File: src/rtl/core/slpt_pkg.sv
// Shared types, constants and control store for the slew-limited position tracker.
package slpt_pkg;

    localparam int unsigned POS_W   = 17;
    localparam int unsigned VEL_W   = 21;
    localparam int unsigned DT_W    = 16;
    localparam int unsigned SIZE_W  = 17;
    localparam int unsigned SPEED_W = 16;
    localparam int unsigned MS_W    = 24;
    localparam int unsigned AXES    = 4;
    localparam int unsigned AX_W    = 2;
    localparam int unsigned PC_W    = 4;
    localparam int unsigned Q_W     = 26;
    localparam int unsigned CNT_W   = 4;
    localparam int unsigned CFG_W   = 3;

    localparam logic [CNT_W-1:0]   DIV_STEPS    = 4'd13;
    localparam logic [POS_W-1:0]   ONE_Q16      = 17'd65536;
    localparam logic [POS_W-1:0]   POS_CENTER   = 17'd32768;
    localparam logic [SIZE_W-1:0]  SIZE_RESET   = 17'd13107;
    localparam logic [SPEED_W-1:0] SPEED_NORMAL = 16'd333;
    localparam logic [SPEED_W-1:0] SPEED_D1     = 16'd30720;
    localparam logic [SPEED_W-1:0] SPEED_D2     = 16'd35840;
    localparam logic [SPEED_W-1:0] SPEED_D3     = 16'd40960;
    localparam logic [POS_W-1:0]   ALPHA_NORMAL = 17'd36045;
    localparam logic [POS_W-1:0]   ALPHA_TOUCH  = 17'd65536;
    localparam logic [2*POS_W-1:0] ROUND_HALF   = 34'd32768;
    localparam logic [Q_W-1:0]     QPOS_LIMIT   = 26'd1048575;
    localparam logic [Q_W-1:0]     QNEG_LIMIT   = 26'd1048576;
    localparam logic signed [VEL_W-1:0] VEL_MAX = 21'h0FFFFF;
    localparam logic signed [VEL_W-1:0] VEL_MIN = 21'h100000;

    localparam logic [1:0] MODE_NONE = 2'd0;
    localparam logic [1:0] MODE_LEFT = 2'd1;
    localparam logic [1:0] MODE_BOTH = 2'd2;
    localparam logic [1:0] DIFF_D2   = 2'd2;
    localparam logic [1:0] DIFF_D3   = 2'd3;

    localparam logic [CFG_W-1:0] CFG_GAME_MODE    = 3'd0;
    localparam logic [CFG_W-1:0] CFG_DIFFICULTY   = 3'd1;
    localparam logic [CFG_W-1:0] CFG_LEFT_SIZE_Y  = 3'd2;
    localparam logic [CFG_W-1:0] CFG_LEFT_SIZE_Z  = 3'd3;
    localparam logic [CFG_W-1:0] CFG_RIGHT_SIZE_Y = 3'd4;
    localparam logic [CFG_W-1:0] CFG_RIGHT_SIZE_Z = 3'd5;

    // Step addresses of the control program.
    localparam logic [PC_W-1:0] PC_WAIT    = 4'd0;
    localparam logic [PC_W-1:0] PC_MSTEP   = 4'd1;
    localparam logic [PC_W-1:0] PC_CHECK   = 4'd2;
    localparam logic [PC_W-1:0] PC_DIFF    = 4'd3;
    localparam logic [PC_W-1:0] PC_SCALE   = 4'd4;
    localparam logic [PC_W-1:0] PC_CLAMP   = 4'd5;
    localparam logic [PC_W-1:0] PC_DIVLD   = 4'd6;
    localparam logic [PC_W-1:0] PC_DIVSTEP = 4'd7;
    localparam logic [PC_W-1:0] PC_WRITE   = 4'd8;
    localparam logic [PC_W-1:0] PC_NEXT    = 4'd9;
    localparam logic [PC_W-1:0] PC_EMIT    = 4'd10;
    localparam logic [PC_W-1:0] PC_RET     = 4'd11;

    typedef enum logic [3:0] {
        OP_NOP,
        OP_ACCEPT,
        OP_MSTEP,
        OP_CHECK,
        OP_DIFF,
        OP_SCALE,
        OP_CLAMP,
        OP_DIVLD,
        OP_DIVSTEP,
        OP_WRITE,
        OP_NEXT,
        OP_EMIT
    } op_t;

    typedef enum logic [2:0] {
        CND_NEVER,
        CND_ALWAYS,
        CND_NO_IN,
        CND_SKIP,
        CND_DIV_BUSY,
        CND_MORE,
        CND_OUT_BUSY
    } cond_t;

    typedef struct packed {
        op_t             op;
        cond_t           cond;
        logic [PC_W-1:0] target;
    } uword_t;

    typedef struct packed {
        logic in_valid;
        logic out_busy;
        logic skip;
        logic div_busy;
        logic more_axes;
    } stat_t;

    function automatic uword_t ucode(input logic [PC_W-1:0] pc);
        uword_t w;
        case (pc)
            PC_WAIT:    w = '{op: OP_ACCEPT,  cond: CND_NO_IN,    target: PC_WAIT};
            PC_MSTEP:   w = '{op: OP_MSTEP,   cond: CND_NEVER,    target: PC_WAIT};
            PC_CHECK:   w = '{op: OP_CHECK,   cond: CND_SKIP,     target: PC_NEXT};
            PC_DIFF:    w = '{op: OP_DIFF,    cond: CND_NEVER,    target: PC_WAIT};
            PC_SCALE:   w = '{op: OP_SCALE,   cond: CND_NEVER,    target: PC_WAIT};
            PC_CLAMP:   w = '{op: OP_CLAMP,   cond: CND_NEVER,    target: PC_WAIT};
            PC_DIVLD:   w = '{op: OP_DIVLD,   cond: CND_NEVER,    target: PC_WAIT};
            PC_DIVSTEP: w = '{op: OP_DIVSTEP, cond: CND_DIV_BUSY, target: PC_DIVSTEP};
            PC_WRITE:   w = '{op: OP_WRITE,   cond: CND_NEVER,    target: PC_WAIT};
            PC_NEXT:    w = '{op: OP_NEXT,    cond: CND_MORE,     target: PC_CHECK};
            PC_EMIT:    w = '{op: OP_EMIT,    cond: CND_OUT_BUSY, target: PC_EMIT};
            PC_RET:     w = '{op: OP_NOP,     cond: CND_ALWAYS,   target: PC_WAIT};
            default:    w = '{op: OP_NOP,     cond: CND_ALWAYS,   target: PC_WAIT};
        endcase
        return w;
    endfunction

endpackage

File: src/rtl/core/slpt_in_if.sv
// Input sample channel of the position tracker.
interface slpt_in_if import slpt_pkg::*; ();
    logic             valid;
    logic             ready;
    logic [DT_W-1:0]  time_step;
    logic             touch_on;
    logic             left_active;
    logic [POS_W-1:0] left_target_y;
    logic [POS_W-1:0] left_target_z;
    logic             right_active;
    logic [POS_W-1:0] right_target_y;
    logic [POS_W-1:0] right_target_z;

    modport source (
        output valid, time_step, touch_on, left_active, left_target_y, left_target_z,
               right_active, right_target_y, right_target_z,
        input  ready
    );
    modport sink (
        input  valid, time_step, touch_on, left_active, left_target_y, left_target_z,
               right_active, right_target_y, right_target_z,
        output ready
    );
endinterface

File: src/rtl/core/slpt_out_if.sv
// Result channel of the position tracker.
interface slpt_out_if import slpt_pkg::*; ();
    logic                    valid;
    logic                    ready;
    logic [POS_W-1:0]        left_pos_y;
    logic [POS_W-1:0]        left_pos_z;
    logic signed [VEL_W-1:0] left_vel_y;
    logic signed [VEL_W-1:0] left_vel_z;
    logic [POS_W-1:0]        right_pos_y;
    logic [POS_W-1:0]        right_pos_z;
    logic signed [VEL_W-1:0] right_vel_y;
    logic signed [VEL_W-1:0] right_vel_z;

    modport source (
        output valid, left_pos_y, left_pos_z, left_vel_y, left_vel_z,
               right_pos_y, right_pos_z, right_vel_y, right_vel_z,
        input  ready
    );
    modport sink (
        input  valid, left_pos_y, left_pos_z, left_vel_y, left_vel_z,
               right_pos_y, right_pos_z, right_vel_y, right_vel_z,
        output ready
    );
endinterface

File: src/rtl/core/slew_limited_position_tracker.sv
// Each accepted input beat is processed axis by axis. A skipped axis only passes the
// check and next steps; a moving axis also runs the difference, scale, clamp, divider
// load, divider and write steps. The divider retires two quotient bits per cycle.
// The next beat is taken only after the last result is loaded, while that result waits.
// Reset: both trackers centered at 32768 with zero velocity, configuration registers
// at their defaults, no result pending.
module slew_limited_position_tracker import slpt_pkg::*; (
    input  logic              clk,
    input  logic              rst_n,
    slpt_in_if.sink           sample,
    slpt_out_if.source        result,
    input  logic              cfg_we,
    input  logic [CFG_W-1:0]  cfg_index,
    input  logic [SIZE_W-1:0] cfg_data
);

    logic [1:0]                  game_mode_reg;
    logic [1:0]                  difficulty_reg;
    logic [AXES-1:0][SIZE_W-1:0] size_reg;

    logic                        out_valid_reg;
    logic                        out_valid_next;
    logic [POS_W-1:0]            pos_out_reg [AXES];
    logic signed [VEL_W-1:0]     vel_out_reg [AXES];

    op_t                         op;
    stat_t                       stat;
    logic                        item_take;
    logic                        out_busy;
    logic                        out_load;
    logic                        skip;
    logic                        div_busy;
    logic                        more_axes;
    logic [POS_W-1:0]            pos [AXES];
    logic signed [VEL_W-1:0]     vel [AXES];

    assign sample.ready = (op == OP_ACCEPT);
    assign item_take    = sample.valid && sample.ready;
    assign out_busy     = out_valid_reg && !result.ready;
    assign out_load     = (op == OP_EMIT) && !out_busy;

    assign stat = '{in_valid: sample.valid, out_busy: out_busy, skip: skip,
                    div_busy: div_busy, more_axes: more_axes};

    slpt_seq u_seq (
        .clk   (clk),
        .rst_n (rst_n),
        .stat  (stat),
        .op    (op)
    );

    slpt_dp u_dp (
        .clk          (clk),
        .rst_n        (rst_n),
        .op           (op),
        .item_take    (item_take),
        .time_step    (sample.time_step),
        .touch_on     (sample.touch_on),
        .left_active  (sample.left_active),
        .right_active (sample.right_active),
        .target       ({sample.right_target_z, sample.right_target_y,
                        sample.left_target_z, sample.left_target_y}),
        .game_mode    (game_mode_reg),
        .difficulty   (difficulty_reg),
        .size         (size_reg),
        .pos          (pos),
        .vel          (vel),
        .skip         (skip),
        .div_busy     (div_busy),
        .more_axes    (more_axes)
    );

    always_ff @(posedge clk or negedge rst_n)
    begin
        if (!rst_n)
        begin
            game_mode_reg  <= MODE_LEFT;
            difficulty_reg <= DIFF_D2;
            for (int i = 0; i < AXES; i++)
            begin
                size_reg[i] <= SIZE_RESET;
            end
        end
        else if (cfg_we)
        begin
            case (cfg_index)
                CFG_GAME_MODE:    game_mode_reg  <= cfg_data[1:0];
                CFG_DIFFICULTY:   difficulty_reg <= cfg_data[1:0];
                CFG_LEFT_SIZE_Y:  size_reg[0]    <= cfg_data;
                CFG_LEFT_SIZE_Z:  size_reg[1]    <= cfg_data;
                CFG_RIGHT_SIZE_Y: size_reg[2]    <= cfg_data;
                CFG_RIGHT_SIZE_Z: size_reg[3]    <= cfg_data;
                default:
                begin
                end
            endcase
        end
    end

    always_comb
    begin
        if (out_load)
        begin
            out_valid_next = 1'b1;
        end
        else if (result.ready)
        begin
            out_valid_next = 1'b0;
        end
        else
        begin
            out_valid_next = out_valid_reg;
        end
    end

    always_ff @(posedge clk or negedge rst_n)
    begin
        if (!rst_n)
        begin
            out_valid_reg <= 1'b0;
        end
        else
        begin
            out_valid_reg <= out_valid_next;
        end
    end

    always_ff @(posedge clk)
    begin
        if (out_load)
        begin
            pos_out_reg <= pos;
            vel_out_reg <= vel;
        end
    end

    assign result.valid       = out_valid_reg;
    assign result.left_pos_y  = pos_out_reg[0];
    assign result.left_pos_z  = pos_out_reg[1];
    assign result.left_vel_y  = vel_out_reg[0];
    assign result.left_vel_z  = vel_out_reg[1];
    assign result.right_pos_y = pos_out_reg[2];
    assign result.right_pos_z = pos_out_reg[3];
    assign result.right_vel_y = vel_out_reg[2];
    assign result.right_vel_z = vel_out_reg[3];

    // A new beat is only taken in the wait step, never while a result is loaded.
    assert property (@(posedge clk) disable iff (!rst_n) item_take |-> !out_load)
        else $error("input beat taken while loading a result");

    assert property (@(posedge clk) disable iff (!rst_n) out_load |=> result.valid)
        else $error("loaded result not presented");

    assert property (@(posedge clk) disable iff (!rst_n)
        result.valid |-> (result.left_pos_y <= ONE_Q16 && result.left_pos_z <= ONE_Q16 &&
                          result.right_pos_y <= ONE_Q16 && result.right_pos_z <= ONE_Q16))
        else $error("position outside unit range");

    // The divider must have finished before the velocity is written back.
    assert property (@(posedge clk) disable iff (!rst_n) (op == OP_WRITE) |-> !div_busy)
        else $error("velocity written before division finished");

endmodule

File: src/rtl/core/slpt_seq.sv
// Microcode sequencer: step counter, control store and conditional jumps.
module slpt_seq import slpt_pkg::*; (
    input  logic  clk,
    input  logic  rst_n,
    input  stat_t stat,
    output op_t   op
);

    logic [PC_W-1:0] pc_reg;
    logic [PC_W-1:0] pc_next;
    uword_t          word;
    logic            take;

    assign word = ucode(pc_reg);
    assign op   = word.op;

    always_comb
    begin
        case (word.cond)
            CND_NEVER:    take = 1'b0;
            CND_ALWAYS:   take = 1'b1;
            CND_NO_IN:    take = !stat.in_valid;
            CND_SKIP:     take = stat.skip;
            CND_DIV_BUSY: take = stat.div_busy;
            CND_MORE:     take = stat.more_axes;
            CND_OUT_BUSY: take = stat.out_busy;
            default:      take = 1'b0;
        endcase
        pc_next = take ? word.target : pc_reg + 1'b1;
    end

    always_ff @(posedge clk or negedge rst_n)
    begin
        if (!rst_n)
        begin
            pc_reg <= PC_WAIT;
        end
        else
        begin
            pc_reg <= pc_next;
        end
    end

endmodule

File: src/rtl/core/slpt_div.sv
// Restoring divider that retires two quotient bits per cycle while step is held high.
module slpt_div import slpt_pkg::*; (
    input  logic             clk,
    input  logic             rst_n,
    input  logic             load,
    input  logic             step,
    input  logic [Q_W-1:0]   dividend,
    input  logic [DT_W-1:0]  divisor,
    output logic [Q_W-1:0]   quotient,
    output logic             busy
);

    logic [Q_W-1:0]   acc_reg;
    logic [DT_W-1:0]  rem_reg;
    logic [CNT_W-1:0] cnt_reg;

    logic [DT_W:0]    s1;
    logic [DT_W:0]    s2;
    logic [DT_W:0]    r1;
    logic [DT_W:0]    r2;
    logic             ge1;
    logic             ge2;

    // The remainder stays below the divisor, so it always fits in DT_W bits.
    always_comb
    begin
        s1  = {rem_reg, acc_reg[Q_W-1]};
        ge1 = s1 >= {1'b0, divisor};
        r1  = ge1 ? s1 - {1'b0, divisor} : s1;
        s2  = {r1[DT_W-1:0], acc_reg[Q_W-2]};
        ge2 = s2 >= {1'b0, divisor};
        r2  = ge2 ? s2 - {1'b0, divisor} : s2;
    end

    // Busy drops in the cycle of the last step, and stays low once it is done.
    assign quotient = acc_reg;
    assign busy     = cnt_reg > CNT_W'(1);

    always_ff @(posedge clk)
    begin
        if (load)
        begin
            acc_reg <= dividend;
            rem_reg <= '0;
        end
        else if (step)
        begin
            acc_reg <= {acc_reg[Q_W-3:0], ge1, ge2};
            rem_reg <= r2[DT_W-1:0];
        end
    end

    always_ff @(posedge clk or negedge rst_n)
    begin
        if (!rst_n)
        begin
            cnt_reg <= '0;
        end
        else if (load)
        begin
            cnt_reg <= DIV_STEPS;
        end
        else if (step)
        begin
            cnt_reg <= cnt_reg - 1'b1;
        end
    end

endmodule

File: src/rtl/core/slpt_dp.sv
// Datapath: item registers, tracker state, slew limit, smoothing, clamp and velocity.
module slpt_dp import slpt_pkg::*; (
    input  logic                           clk,
    input  logic                           rst_n,
    input  op_t                            op,
    input  logic                           item_take,
    input  logic [DT_W-1:0]                time_step,
    input  logic                           touch_on,
    input  logic                           left_active,
    input  logic                           right_active,
    input  logic [AXES-1:0][POS_W-1:0]     target,
    input  logic [1:0]                     game_mode,
    input  logic [1:0]                     difficulty,
    input  logic [AXES-1:0][SIZE_W-1:0]    size,
    output logic [POS_W-1:0]               pos [AXES],
    output logic signed [VEL_W-1:0]        vel [AXES],
    output logic                           skip,
    output logic                           div_busy,
    output logic                           more_axes
);

    logic [DT_W-1:0]              dt_reg;
    logic                         touch_reg;
    logic [1:0]                   act_reg;
    logic [AXES-1:0][POS_W-1:0]   tgt_reg;
    logic [MS_W-1:0]              ms_reg;
    logic [POS_W-1:0]             dmag_reg;
    logic                         dneg_reg;
    logic [POS_W-1:0]             r_reg;
    logic [POS_W-1:0]             new_reg;
    logic                         vneg_reg;
    logic [AX_W-1:0]              axis_reg;
    logic [POS_W-1:0]             pos_reg [AXES];
    logic signed [VEL_W-1:0]      vel_reg [AXES];

    logic [SPEED_W-1:0]           speed;
    logic [POS_W-1:0]             alpha;
    logic [SPEED_W+DT_W-1:0]      ms_prod;
    logic                         trk;
    logic                         en;
    logic                         act;
    logic [POS_W-1:0]             cur_pos;
    logic [POS_W-1:0]             cur_tgt;
    logic [SIZE_W-1:0]            cur_size;
    logic [POS_W-1:0]             tclamp;
    logic                         diff_neg;
    logic [POS_W-1:0]             diff_mag;
    logic [POS_W-1:0]             lim_mag;
    logic [2*POS_W-1:0]           prod_rnd;
    logic [POS_W:0]               moved;
    logic [POS_W-1:0]             lo;
    logic [POS_W-1:0]             hi;
    logic [POS_W-1:0]             clamped;
    logic                         delta_neg;
    logic [POS_W-1:0]             delta_mag;
    logic [Q_W-1:0]               quotient;
    logic signed [VEL_W-1:0]      vel_sat;

    slpt_div u_div (
        .clk      (clk),
        .rst_n    (rst_n),
        .load     (op == OP_DIVLD),
        .step     (op == OP_DIVSTEP),
        .dividend ({1'b0, delta_mag, 8'b0}),
        .divisor  (dt_reg),
        .quotient (quotient),
        .busy     (div_busy)
    );

    always_comb
    begin
        if (!touch_reg)
        begin
            speed = SPEED_NORMAL;
            alpha = ALPHA_NORMAL;
        end
        else
        begin
            alpha = ALPHA_TOUCH;
            if (difficulty == DIFF_D3)
            begin
                speed = SPEED_D3;
            end
            else if (difficulty == DIFF_D2)
            begin
                speed = SPEED_D2;
            end
            else
            begin
                speed = SPEED_D1;
            end
        end
        ms_prod = speed * dt_reg;

        // Axes 0 and 1 belong to the left tracker, 2 and 3 to the right one.
        trk       = axis_reg[AX_W-1];
        en        = trk ? (game_mode == MODE_BOTH) : (game_mode != MODE_NONE);
        act       = act_reg[trk];
        skip      = !(en && act && (dt_reg != '0));
        more_axes = axis_reg != AX_W'(AXES - 1);

        cur_pos  = pos_reg[axis_reg];
        cur_tgt  = tgt_reg[axis_reg];
        cur_size = size[axis_reg];

        tclamp   = (cur_tgt > ONE_Q16) ? ONE_Q16 : cur_tgt;
        diff_neg = tclamp < cur_pos;
        diff_mag = diff_neg ? cur_pos - tclamp : tclamp - cur_pos;
        lim_mag  = (MS_W'(diff_mag) > ms_reg) ? ms_reg[POS_W-1:0] : diff_mag;

        prod_rnd = dmag_reg * alpha + ROUND_HALF;

        // The smoothed step never overshoots the target, so this stays in range.
        moved = dneg_reg ? {1'b0, cur_pos} - {1'b0, r_reg} : {1'b0, cur_pos} + {1'b0, r_reg};
        lo    = {1'b0, cur_size[SIZE_W-1:1]};
        hi    = ONE_Q16 - lo;
        // Crossed range: values below lo clamp to lo, all others to hi.
        if (moved < {1'b0, lo})
        begin
            clamped = lo;
        end
        else if (moved > {1'b0, hi})
        begin
            clamped = hi;
        end
        else
        begin
            clamped = moved[POS_W-1:0];
        end

        delta_neg = new_reg < cur_pos;
        delta_mag = delta_neg ? cur_pos - new_reg : new_reg - cur_pos;

        if (vneg_reg)
        begin
            vel_sat = (quotient > QNEG_LIMIT) ? VEL_MIN : VEL_W'(~quotient[VEL_W-1:0] + 1'b1);
        end
        else
        begin
            vel_sat = (quotient > QPOS_LIMIT) ? VEL_MAX : quotient[VEL_W-1:0];
        end
    end

    always_ff @(posedge clk)
    begin
        if (item_take)
        begin
            dt_reg    <= time_step;
            touch_reg <= touch_on;
            act_reg   <= {right_active, left_active};
            tgt_reg   <= target;
        end
        case (op)
            OP_MSTEP:
            begin
                ms_reg <= ms_prod[SPEED_W+DT_W-1:8];
            end
            OP_DIFF:
            begin
                dmag_reg <= lim_mag;
                dneg_reg <= diff_neg;
            end
            OP_SCALE:
            begin
                r_reg <= prod_rnd[POS_W+15:16];
            end
            OP_CLAMP:
            begin
                new_reg <= clamped;
            end
            OP_DIVLD:
            begin
                vneg_reg <= delta_neg;
            end
            default:
            begin
            end
        endcase
    end

    always_ff @(posedge clk or negedge rst_n)
    begin
        if (!rst_n)
        begin
            axis_reg <= '0;
            for (int i = 0; i < AXES; i++)
            begin
                pos_reg[i] <= POS_CENTER;
                vel_reg[i] <= '0;
            end
        end
        else
        begin
            case (op)
                OP_MSTEP:
                begin
                    axis_reg <= '0;
                end
                OP_CHECK:
                begin
                    if (en && !act)
                    begin
                        vel_reg[axis_reg] <= '0;
                    end
                end
                OP_WRITE:
                begin
                    pos_reg[axis_reg] <= new_reg;
                    vel_reg[axis_reg] <= vel_sat;
                end
                OP_NEXT:
                begin
                    axis_reg <= axis_reg + 1'b1;
                end
                default:
                begin
                end
            endcase
        end
    end

    assign pos = pos_reg;
    assign vel = vel_reg;

endmodule

File: src/flat_wrapper.sv
// flat-port wrapper written by rule: the top's interface ports become plain ports
module slew_limited_position_tracker_flat import slpt_pkg::*;
  (clk, rst_n, cfg_we, cfg_index, cfg_data, sample_valid, sample_time_step, sample_touch_on, sample_left_active, sample_left_target_y, sample_left_target_z, sample_right_active, sample_right_target_y, sample_right_target_z, sample_ready, result_valid, result_left_pos_y, result_left_pos_z, result_left_vel_y, result_left_vel_z, result_right_pos_y, result_right_pos_z, result_right_vel_y, result_right_vel_z, result_ready);
  slpt_in_if sample_i ();
  slpt_out_if result_i ();
  input  logic clk;
  input  logic rst_n;
  input  logic cfg_we;
  input  logic [CFG_W-1:0] cfg_index;
  input  logic [SIZE_W-1:0] cfg_data;
  input wire logic [$bits(sample_i.valid)-1:0] sample_valid;
  input wire logic [$bits(sample_i.time_step)-1:0] sample_time_step;
  input wire logic [$bits(sample_i.touch_on)-1:0] sample_touch_on;
  input wire logic [$bits(sample_i.left_active)-1:0] sample_left_active;
  input wire logic [$bits(sample_i.left_target_y)-1:0] sample_left_target_y;
  input wire logic [$bits(sample_i.left_target_z)-1:0] sample_left_target_z;
  input wire logic [$bits(sample_i.right_active)-1:0] sample_right_active;
  input wire logic [$bits(sample_i.right_target_y)-1:0] sample_right_target_y;
  input wire logic [$bits(sample_i.right_target_z)-1:0] sample_right_target_z;
  output wire logic [$bits(sample_i.ready)-1:0] sample_ready;
  output wire logic [$bits(result_i.valid)-1:0] result_valid;
  output wire logic [$bits(result_i.left_pos_y)-1:0] result_left_pos_y;
  output wire logic [$bits(result_i.left_pos_z)-1:0] result_left_pos_z;
  output wire logic [$bits(result_i.left_vel_y)-1:0] result_left_vel_y;
  output wire logic [$bits(result_i.left_vel_z)-1:0] result_left_vel_z;
  output wire logic [$bits(result_i.right_pos_y)-1:0] result_right_pos_y;
  output wire logic [$bits(result_i.right_pos_z)-1:0] result_right_pos_z;
  output wire logic [$bits(result_i.right_vel_y)-1:0] result_right_vel_y;
  output wire logic [$bits(result_i.right_vel_z)-1:0] result_right_vel_z;
  input wire logic [$bits(result_i.ready)-1:0] result_ready;
  assign sample_i.valid = sample_valid;
  assign sample_i.time_step = sample_time_step;
  assign sample_i.touch_on = sample_touch_on;
  assign sample_i.left_active = sample_left_active;
  assign sample_i.left_target_y = sample_left_target_y;
  assign sample_i.left_target_z = sample_left_target_z;
  assign sample_i.right_active = sample_right_active;
  assign sample_i.right_target_y = sample_right_target_y;
  assign sample_i.right_target_z = sample_right_target_z;
  assign sample_ready = sample_i.ready;
  assign result_valid = result_i.valid;
  assign result_left_pos_y = result_i.left_pos_y;
  assign result_left_pos_z = result_i.left_pos_z;
  assign result_left_vel_y = result_i.left_vel_y;
  assign result_left_vel_z = result_i.left_vel_z;
  assign result_right_pos_y = result_i.right_pos_y;
  assign result_right_pos_z = result_i.right_pos_z;
  assign result_right_vel_y = result_i.right_vel_y;
  assign result_right_vel_z = result_i.right_vel_z;
  assign result_i.ready = result_ready;
  slew_limited_position_tracker u_core (.clk(clk), .rst_n(rst_n), .sample(sample_i), .result(result_i), .cfg_we(cfg_we), .cfg_index(cfg_index), .cfg_data(cfg_data));
endmodule
File: config.mk
export PLATFORM = sky130hd
export DESIGN_NAME = slew_limited_position_tracker_flat
export DESIGN_NICKNAME = d
export VERILOG_FILES = /design/src/rtl/core/slpt_pkg.sv /design/src/rtl/core/slpt_in_if.sv /design/src/rtl/core/slpt_out_if.sv /design/src/rtl/core/slew_limited_position_tracker.sv /design/src/rtl/core/slpt_seq.sv /design/src/rtl/core/slpt_div.sv /design/src/rtl/core/slpt_dp.sv /design/src/flat_wrapper.sv
export SDC_FILE = /design/constraint.sdc
export NUM_CORES = 2
export LEC_CHECK = 0
export BUFFER_PORTS_ARGS = -buffer_cell sky130_fd_sc_hd__buf_2
export CORE_ASPECT_RATIO = 1.5
export CORE_MARGIN = 10
export CORE_UTILIZATION = 50
export CTS_CLUSTER_DIAMETER = 30
export DETAILED_ROUTE_END_ITERATION = 10
export PLACE_DENSITY_LB_ADDON = 0.12
export SYNTH_ARGS = -nofsm -noshare
export SYNTH_HDL_FRONTEND = slang
export SYNTH_SLANG_ARGS = --single-unit
export TNS_END_PERCENT = 10
File: constraint.sdc
create_clock -name clk -period 14.7 [get_ports clk]
set_input_delay 2.94 -clock clk [delete_from_list [all_inputs] [get_ports clk]]
set_output_delay 2.94 -clock clk [all_outputs]
set_load 0.01 [all_outputs]
## After elaboration in Yosys (flattened, before gate mapping)

Memories as Yosys holds them, arrays and structs flattened.
Cells that the tools add are included.

- Memories: 1
- Bits in read-only memories: 176
- Bits in registers: 593
- Input bits: 112
- Word-level logic and storage cells: 175

- Equal/unequal tests: 27
- Multipliers: 2
- Bitwise operators: 4
- $add $sub $neg: 14
- Reduce and logical (&&, ||, !) cells: 26
- Magnitude comparators: 15
- Muxes and demuxes: 43

Memory list:

| memory | words | bits a word | rd ports | clocked after Yosys merged registers in | wr ports | line | text |
|---|---|---|---|---|---|---|---|
| (name not given) | 16 | 11 | 1 | 0 | 0 | slpt_pkg.sv:101 | `case (pc)` |

Operators by type and width:

| kind | count |
|---|---|
| 2-to-1 mux 17 bit | 11 |
| case mux 84 bit (2 select lines) | 1 |
| binary-select mux 17 bit (select 2 bit) | 3 |
| 2-to-1 mux 16 bit | 6 |
| AND 84 bit | 1 |
| bitwise mux 84 bit | 1 |
| 2-to-1 mux 21 bit | 4 |
| 2-to-1 mux 84 bit | 1 |
| NOT 84 bit | 1 |
| bitwise mux 68 bit | 1 |
| subtractor 17 bit | 4 |
| 2-to-1 mux 25 bit | 2 |
| demux 21 bit (select 2 bit) | 1 |
| demux 17 bit (select 2 bit) | 1 |
| >= comparator 17 x 16 -> 1 bit | 2 |
| < comparator 17 bit | 2 |
| adder 33 x 16 -> 33 bit, second input constant | 1 |
| multiplier 17 x 17 -> 33 bit | 1 |
| multiplier 16 x 16 -> 32 bit | 1 |
| subtractor 16 bit | 2 |
| greater-than comparator 26 x 20 -> 1 bit, second input constant | 1 |
| greater-than comparator 26 x 21 -> 1 bit, second input constant | 1 |
| greater-than comparator 17 x 24 -> 1 bit | 1 |
| adder 21 x 1 -> 21 bit, second input constant | 1 |
| other kinds (36) | 80 |

## Longest topological paths before layout

- Depth after elaboration: 9
- Depth in mapped cells: 33

## By module

A second synthesis with hierarchy kept.

- Cell total of the unflattened synthesis: 3749
- Area total of the unflattened synthesis: 41801.3 um2

By module, submodules not included:

| module | area an instance (um2) | times used | cells each |
|---|---|---|---|
| slpt_dp | 29997.5 | 1 | 2995 |
| slew_limited_position_tracker | 7513.5 | 1 | 315 |
| slpt_div | 3833.7 | 1 | 384 |
| slpt_seq | 456.7 | 1 | 55 |

## Least setup slack after synthesis

Ideal clock, no wire load.

- Path type: input to register
- Start: input port result_ready
- End: register u_core.pos_out_reg, in the netlist u_core.result.left_pos_y[0], enable pin
- Library setup time: 881 ps
- Setup slack: -136 ps
- Path buffers: 0
- Arrival time: 13955 ps
- Stages: 2
- Data required time: 13819 ps
- Path through: nand2b_1 > nor3b_1

- Longest elaborated chain between the ends: 4

Ends and longest elaborated chain:

| what | line | text |
|---|---|---|
| from (decl) | flat_wrapper.sv:30 | `input wire logic [$bits(result_i.ready)-1:0] result_ready;` |
| logical NOT 1 bit | slew_limited_position_tracker.sv:39 | `assign out_busy = out_valid_reg && !result.ready;` |
| logical AND 1 bit | slew_limited_position_tracker.sv:39 |  |
| logical NOT 1 bit | slew_limited_position_tracker.sv:40 | `assign out_load = (op == OP_EMIT) && !out_busy;` |
| logical AND 1 bit | slew_limited_position_tracker.sv:40 |  |
| named net u_core.out_load | slew_limited_position_tracker.sv:30 | `logic out_load;` |
| to (signal assigned) | slew_limited_position_tracker.sv:132 | `pos_out_reg <= pos;` |
| to (decl) | slew_limited_position_tracker.sv:23 | `logic [POS_W-1:0] pos_out_reg [AXES];` |

The timed path passes the listed nets, and every way through them passes these cells.
A chain may end at the register's enable or synchronous reset.

## Worst setup path after layout

- Start: register u_core.u_dp.axis_reg[0]
- End: register u_core.u_dp.dmag_reg[2], data pin

- Longest elaborated chain between the ends: 8
- Elaborated cells on any way between the ends: 14

Ends and longest elaborated chain:

| what | line | text |
|---|---|---|
| from (decl) | slpt_dp.sv:32 | `logic [AX_W-1:0] axis_reg;` |
| from (signal assigned) | slpt_dp.sv:213 | `axis_reg <= axis_reg + 1'b1;` |
| binary-select mux 17 bit (select 2 bit) / NOT 2 -> 3 bit (equally long branches) | slpt_dp.sv:103, slpt_dp.sv:102 |  |
| 2-to-1 mux 17 bit (not written as such) / binary-select mux 17 bit (select 2 bit) (equally long branches) | slpt_dp.sv:103, slpt_dp.sv:102 |  |
| greater-than comparator 17 bit / 2-to-1 mux 17 bit (equally long branches) | slpt_dp.sv:106, slpt_dp.sv:102 |  |
| 2-to-1 mux 17 bit, on equally long branches | slpt_dp.sv:106, slpt_dp.sv:102 |  |
| < comparator 17 bit * | slpt_dp.sv:107 | `diff_neg = tclamp < cur_pos;` |
| named net u_core.u_dp.diff_neg | slpt_dp.sv:46 | `logic diff_neg;` |
| 2-to-1 mux 17 bit * | slpt_dp.sv:108 | `diff_mag = diff_neg ? cur_pos - tclamp : tclamp - cur_pos;` |
| greater-than comparator 17 x 24 -> 1 bit | slpt_dp.sv:109 | `lim_mag = (MS_W'(diff_mag) > ms_reg) ? ms_reg[POS_W-1:0] : diff_mag;` |
| 2-to-1 mux 17 bit * | slpt_dp.sv:109 |  |
| named net u_core.u_dp.lim_mag[2] | slpt_dp.sv:48 | `logic [POS_W-1:0] lim_mag;` |
| to (signal assigned) | slpt_dp.sv:160 | `dmag_reg <= lim_mag;` |
| to (decl) | slpt_dp.sv:27 | `logic [POS_W-1:0] dmag_reg;` |

Mark *: on every way through the listed nets, which the timed path passes. The rest lies on a longest branch. The select of a mux whose other input is x is not followed.

==> reports/summary.log <==
qor: die.floorplan.initialDensity 50.5%
qor: setup_path.cell_family_with_the_largest_share_of_critical_path_delay simple AND/OR/NAND/NOR gates
qor: die.i_o_pins 266
qor: layout.insertedDiodeCount 0
qor: setup_path.kind_of_critical_path reg -> reg
qor: cts.clk_latency 0.67 ns
qor: drt.drt_pass1_iterations 6
qor: sta.fin_crit 8.08 ns
qor: layout.layout-drive-gt1-share 16.4%
qor: synth.synth-warning-count 0
qor: synth.synth_area 41100 um2
qor: setup_path.setup.worst_path.end_class flop
qor: synth.synth_area_leaders sky130_fd_sc_hd__edfxtp_1 24%, sky130_fd_sc_hd__ha_1 14%, sky130_fd_sc_hd__dfrtp_1 12%
qor: synth.synthesis_stage_register_bit_count 589
qor: cts.cts.clk_slew.worst_paths 0.06 ns
qor: min_path.whs_path_depth 0
qor: drt.routed_wirelength 109000 um
qor: min_path.capture_endpoint_of_the_worst_hold_path u_core.result.right_vel_z[5]$_DFFE_PP_
qor: sta.final_min_period_over_clock_period 55.0%
qor: sta.max_clock_freq 0.124 GHz
qor: die.core_area 81400 um2
qor: setup_path.timing.critical_path.slowest_cell_delay 0.84 ns
qor: setup_path.regToRegSetupSlack 6.62 ns
qor: global_routing.grt_util_all_layers 23.2%
qor: die.die-area 94200 um2
qor: setup_path.worst_ep_arrival_time 8.48 ns
qor: cts.clock_tree_from_tritoncts yes
qor: place.dp_hpwl 87300 um
qor: status.outcome completed
qor: global_routing.grt_first_pass_wirelength 168000 um
qor: setup_path.regToRegEndpoint u_core.u_dp.dmag_reg[2]$_DFFE_PN_
qor: setup_path.r2r-start u_core.u_dp.axis_reg[0]$_DFFE_PN0P_
qor: synth.async_flop_share 39.2%
qor: drt.ant_nets 0
qor: sta.rsz0062_at_grt no
qor: sta.hold_violations 0
qor: drt.routed_via_density 5.60
qor: cts.cts_setup_buffers 0
qor: die.fp.dieH 371 um
qor: drt.route.detailed.drc 0
qor: cts.cts_htree_levels 3
qor: sta.setup_slack 6.62 ns
qor: setup_path.critical_path_buf_inv_count 2
qor: setup_path.worstPathMaxFanout 33
qor: layout.synth_to_layout_area_growth 13.5%
qor: sta.clock_skew 0.0195 ns
qor: sta.worstMarginPinSlew 1.03 ns
qor: min_path.min-delay-start u_core.u_dp.vel[5]$_DFFE_PN0P_
qor: synth.synth_top_area_share 24.3%
qor: sta.finalSetupViolations 0
qor: flow_run.drv_cap 0
qor: die.std_cell_rows 128
qor: die.die_width 254 um
qor: place.gp_congestion 0.949
qor: synth.synth_cell_type_count 88
qor: global_routing.grt_overflow_total 0
qor: cts.cts-root-to-sink-buffers 3
qor: cts.post_cts_hold_buffer_count 0
qor: place.portBuffers 265
qor: setup_path.worst_path_max_delay_cell sky130_fd_sc_hd__dfrtp_4
qor: sta.setup_tns 0 ns
qor: layout.finalCoreUtilization 57.3%
qor: global_routing.grt_pass1_vias 29493
qor: synth.synth_edf_count 333
qor: cts.cts_buffers 93
qor: layout.final_cells 5166
qor: cts.post_cts_resized 0
qor: drt.drtIter0Drc 1700
qor: sta.worst_slew_margin_rel 31.2%
qor: place.dpl.cell_count 4993
qor: cts.cts.sinks 589
qor: synth.most_frequently_used_flop_master_after_synthesis sky130_fd_sc_hd__edfxtp_1
qor: synth.synth.largest_area_cell sky130_fd_sc_hd__edfxtp_1
qor: global_routing.antenna_found_initial 2
qor: drt.routed-via-count 28907
qor: synth.syn_nets 4565
qor: synth.syn-instance-count 3780
qor: place.dp_worst_setup_slack 6.59 ns
qor: setup_path.crit_required 15.10 ns
qor: layout.nNetsFinal 4833
qor: drt.wire_length_per_cell 21.0 um
qor: setup_path.startpoint_type flop
qor: global_routing.grt_max_degree 145
qor: min_path.holdCritPathClass reg -> reg
qor: synth.synthesis.area_per_instance 10.9 um2
qor: layout.largest_register_ffs 84
qor: setup_path.timing.reg2reg.worst_path_depth 25
qor: cts.cts_root_buf sky130_fd_sc_hd__clkbuf_16
qor: synth.yosysSeqAreaShare 39.7%
qor: sta.final-max-slew-violation-count 0
==> worst max path at each step <==
stage / slack [ns] / cells past startpoint / to / startpoint
after global placement: 6.71 / 25 / u_core.u_dp.dmag_reg[5]$_DFFE_PN_ / u_core.u_dp.axis_reg[0]$_DFFE_PN0P_
after detailed placement: 6.59 / 25 / u_core.u_dp.dmag_reg[2]$_DFFE_PN_ / u_core.u_dp.axis_reg[0]$_DFFE_PN0P_
after CTS: 6.56 / 25 / u_core.u_dp.dmag_reg[2]$_DFFE_PN_ / u_core.u_dp.axis_reg[0]$_DFFE_PN0P_
after floorplan: 5.21 / 2 / u_core.result.left_pos_y[0]$_DFFE_PP_ / result_ready
final: 6.62 / 25 / u_core.u_dp.dmag_reg[2]$_DFFE_PN_ / u_core.u_dp.axis_reg[0]$_DFFE_PN0P_
after global routing: 5.77 / 25 / u_core.u_dp.dmag_reg[9]$_DFFE_PN_ / u_core.u_dp.axis_reg[0]$_DFFE_PN0P_
==> synth_stat cells, drive strengths merged, types with 41 or more instances <==
cell,n
inv,502
ha,467
edfxtp,333
nand2,318
o21ai,231
fa,206
dfrtp,197
nor2,181
a21oi,168
clkbuf,100
mux2,96
xnor2,92
nor3,66
and2,59
a21o,57
mux4,50
nand3,49
a22o,47
nand2b,46
mux2i,41
==> per-layer routing <==
metal / vias to the layer above / track usage, % / share of wire, %
li1: 13771 / - / -
met1: 14137 / 26.5 / 39
met2: 784 / 42.1 / 52
met3: 211 / 3.87 / 5.1
met4: 4 / 9.94 / 4.1
met5: - / 0 / 0.020
==> cells in the final DEF, fill, tap and decap left out, types with 20 or more instances in the layout <==
| cell | n |
|---|---|
| sky130_fd_sc_hd__mux2_2 | 96 |
| sky130_fd_sc_hd__dfrtp_1 | 195 |
| sky130_fd_sc_hd__a31oi_1 | 20 |
| sky130_fd_sc_hd__dfstp_2 | 34 |
| sky130_fd_sc_hd__mux4_2 | 50 |
| sky130_fd_sc_hd__nor2b_1 | 35 |
| sky130_fd_sc_hd__nand2b_1 | 46 |
| sky130_fd_sc_hd__fa_1 | 206 |
| sky130_fd_sc_hd__and2_1 | 57 |
| sky130_fd_sc_hd__xor2_1 | 39 |
| sky130_fd_sc_hd__nor3_1 | 61 |
| sky130_fd_sc_hd__a21oi_1 | 167 |
| sky130_fd_sc_hd__nand3_1 | 49 |
| sky130_fd_sc_hd__buf_4 | 27 |
| sky130_fd_sc_hd__mux2i_1 | 41 |
| sky130_fd_sc_hd__xnor2_1 | 92 |
| sky130_fd_sc_hd__inv_1 | 501 |
| sky130_fd_sc_hd__buf_2 | 264 |
| sky130_fd_sc_hd__a21o_1 | 57 |
| sky130_fd_sc_hd__nor2_1 | 178 |
| sky130_fd_sc_hd__o21ai_0 | 226 |
| sky130_fd_sc_hd__ha_1 | 467 |
| sky130_fd_sc_hd__a22o_1 | 47 |
| sky130_fd_sc_hd__nand2_1 | 318 |
| sky130_fd_sc_hd__clkbuf_16 | 95 |
| sky130_fd_sc_hd__edfxtp_1 | 333 |
| sky130_fd_sc_hd__nand4_1 | 25 |
| sky130_fd_sc_hd__inv_6 | 21 |
| sky130_fd_sc_hd__nor4_1 | 29 |
| sky130_fd_sc_hd__dfxtp_1 | 25 |
| sky130_fd_sc_hd__o21a_1 | 30 |
==> kinds of logic after synthesis <==
| logic type | Yosys count | share of synthesized area [%] |
|---|---|---|
| compound gates | 703 | 10.9 |
| xor+xnor | 131 | 2.79 |
| fa+ha+maj | 673 | 24.3 |
| buf+inv | 623 | 5.76 |
| flops | 589 | 39.7 |
| mux | 187 | 6.37 |
| other cells | 2 | 0.0183 |
| simple gates | 872 | 10.1 |
==> metrics by stage <==
step	hold WS, ns	instance area, um2
detailed placement	0.435	43500
finish	0.444	46600
floorplan	0.425	41100
global placement	0.431	43500
global route	0.451	46600
CTS	0.443	46600
==> layout make-up <==
type                            count  area [um2]
Multi-Input combinational cell   2568       22400
Inverter                          503        1890
Sequential cell                   589       16300
Clock inverter                     75         721
Fill cell                        7085       34800
Timing Repair Buffer              293        1560
Tap cell                         1040        1300
Clock buffer                       98        2390
Power is left out: the tool's default activity adds up to more than one toggle a clock period on the data nets, which glitch-free logic cannot reach.
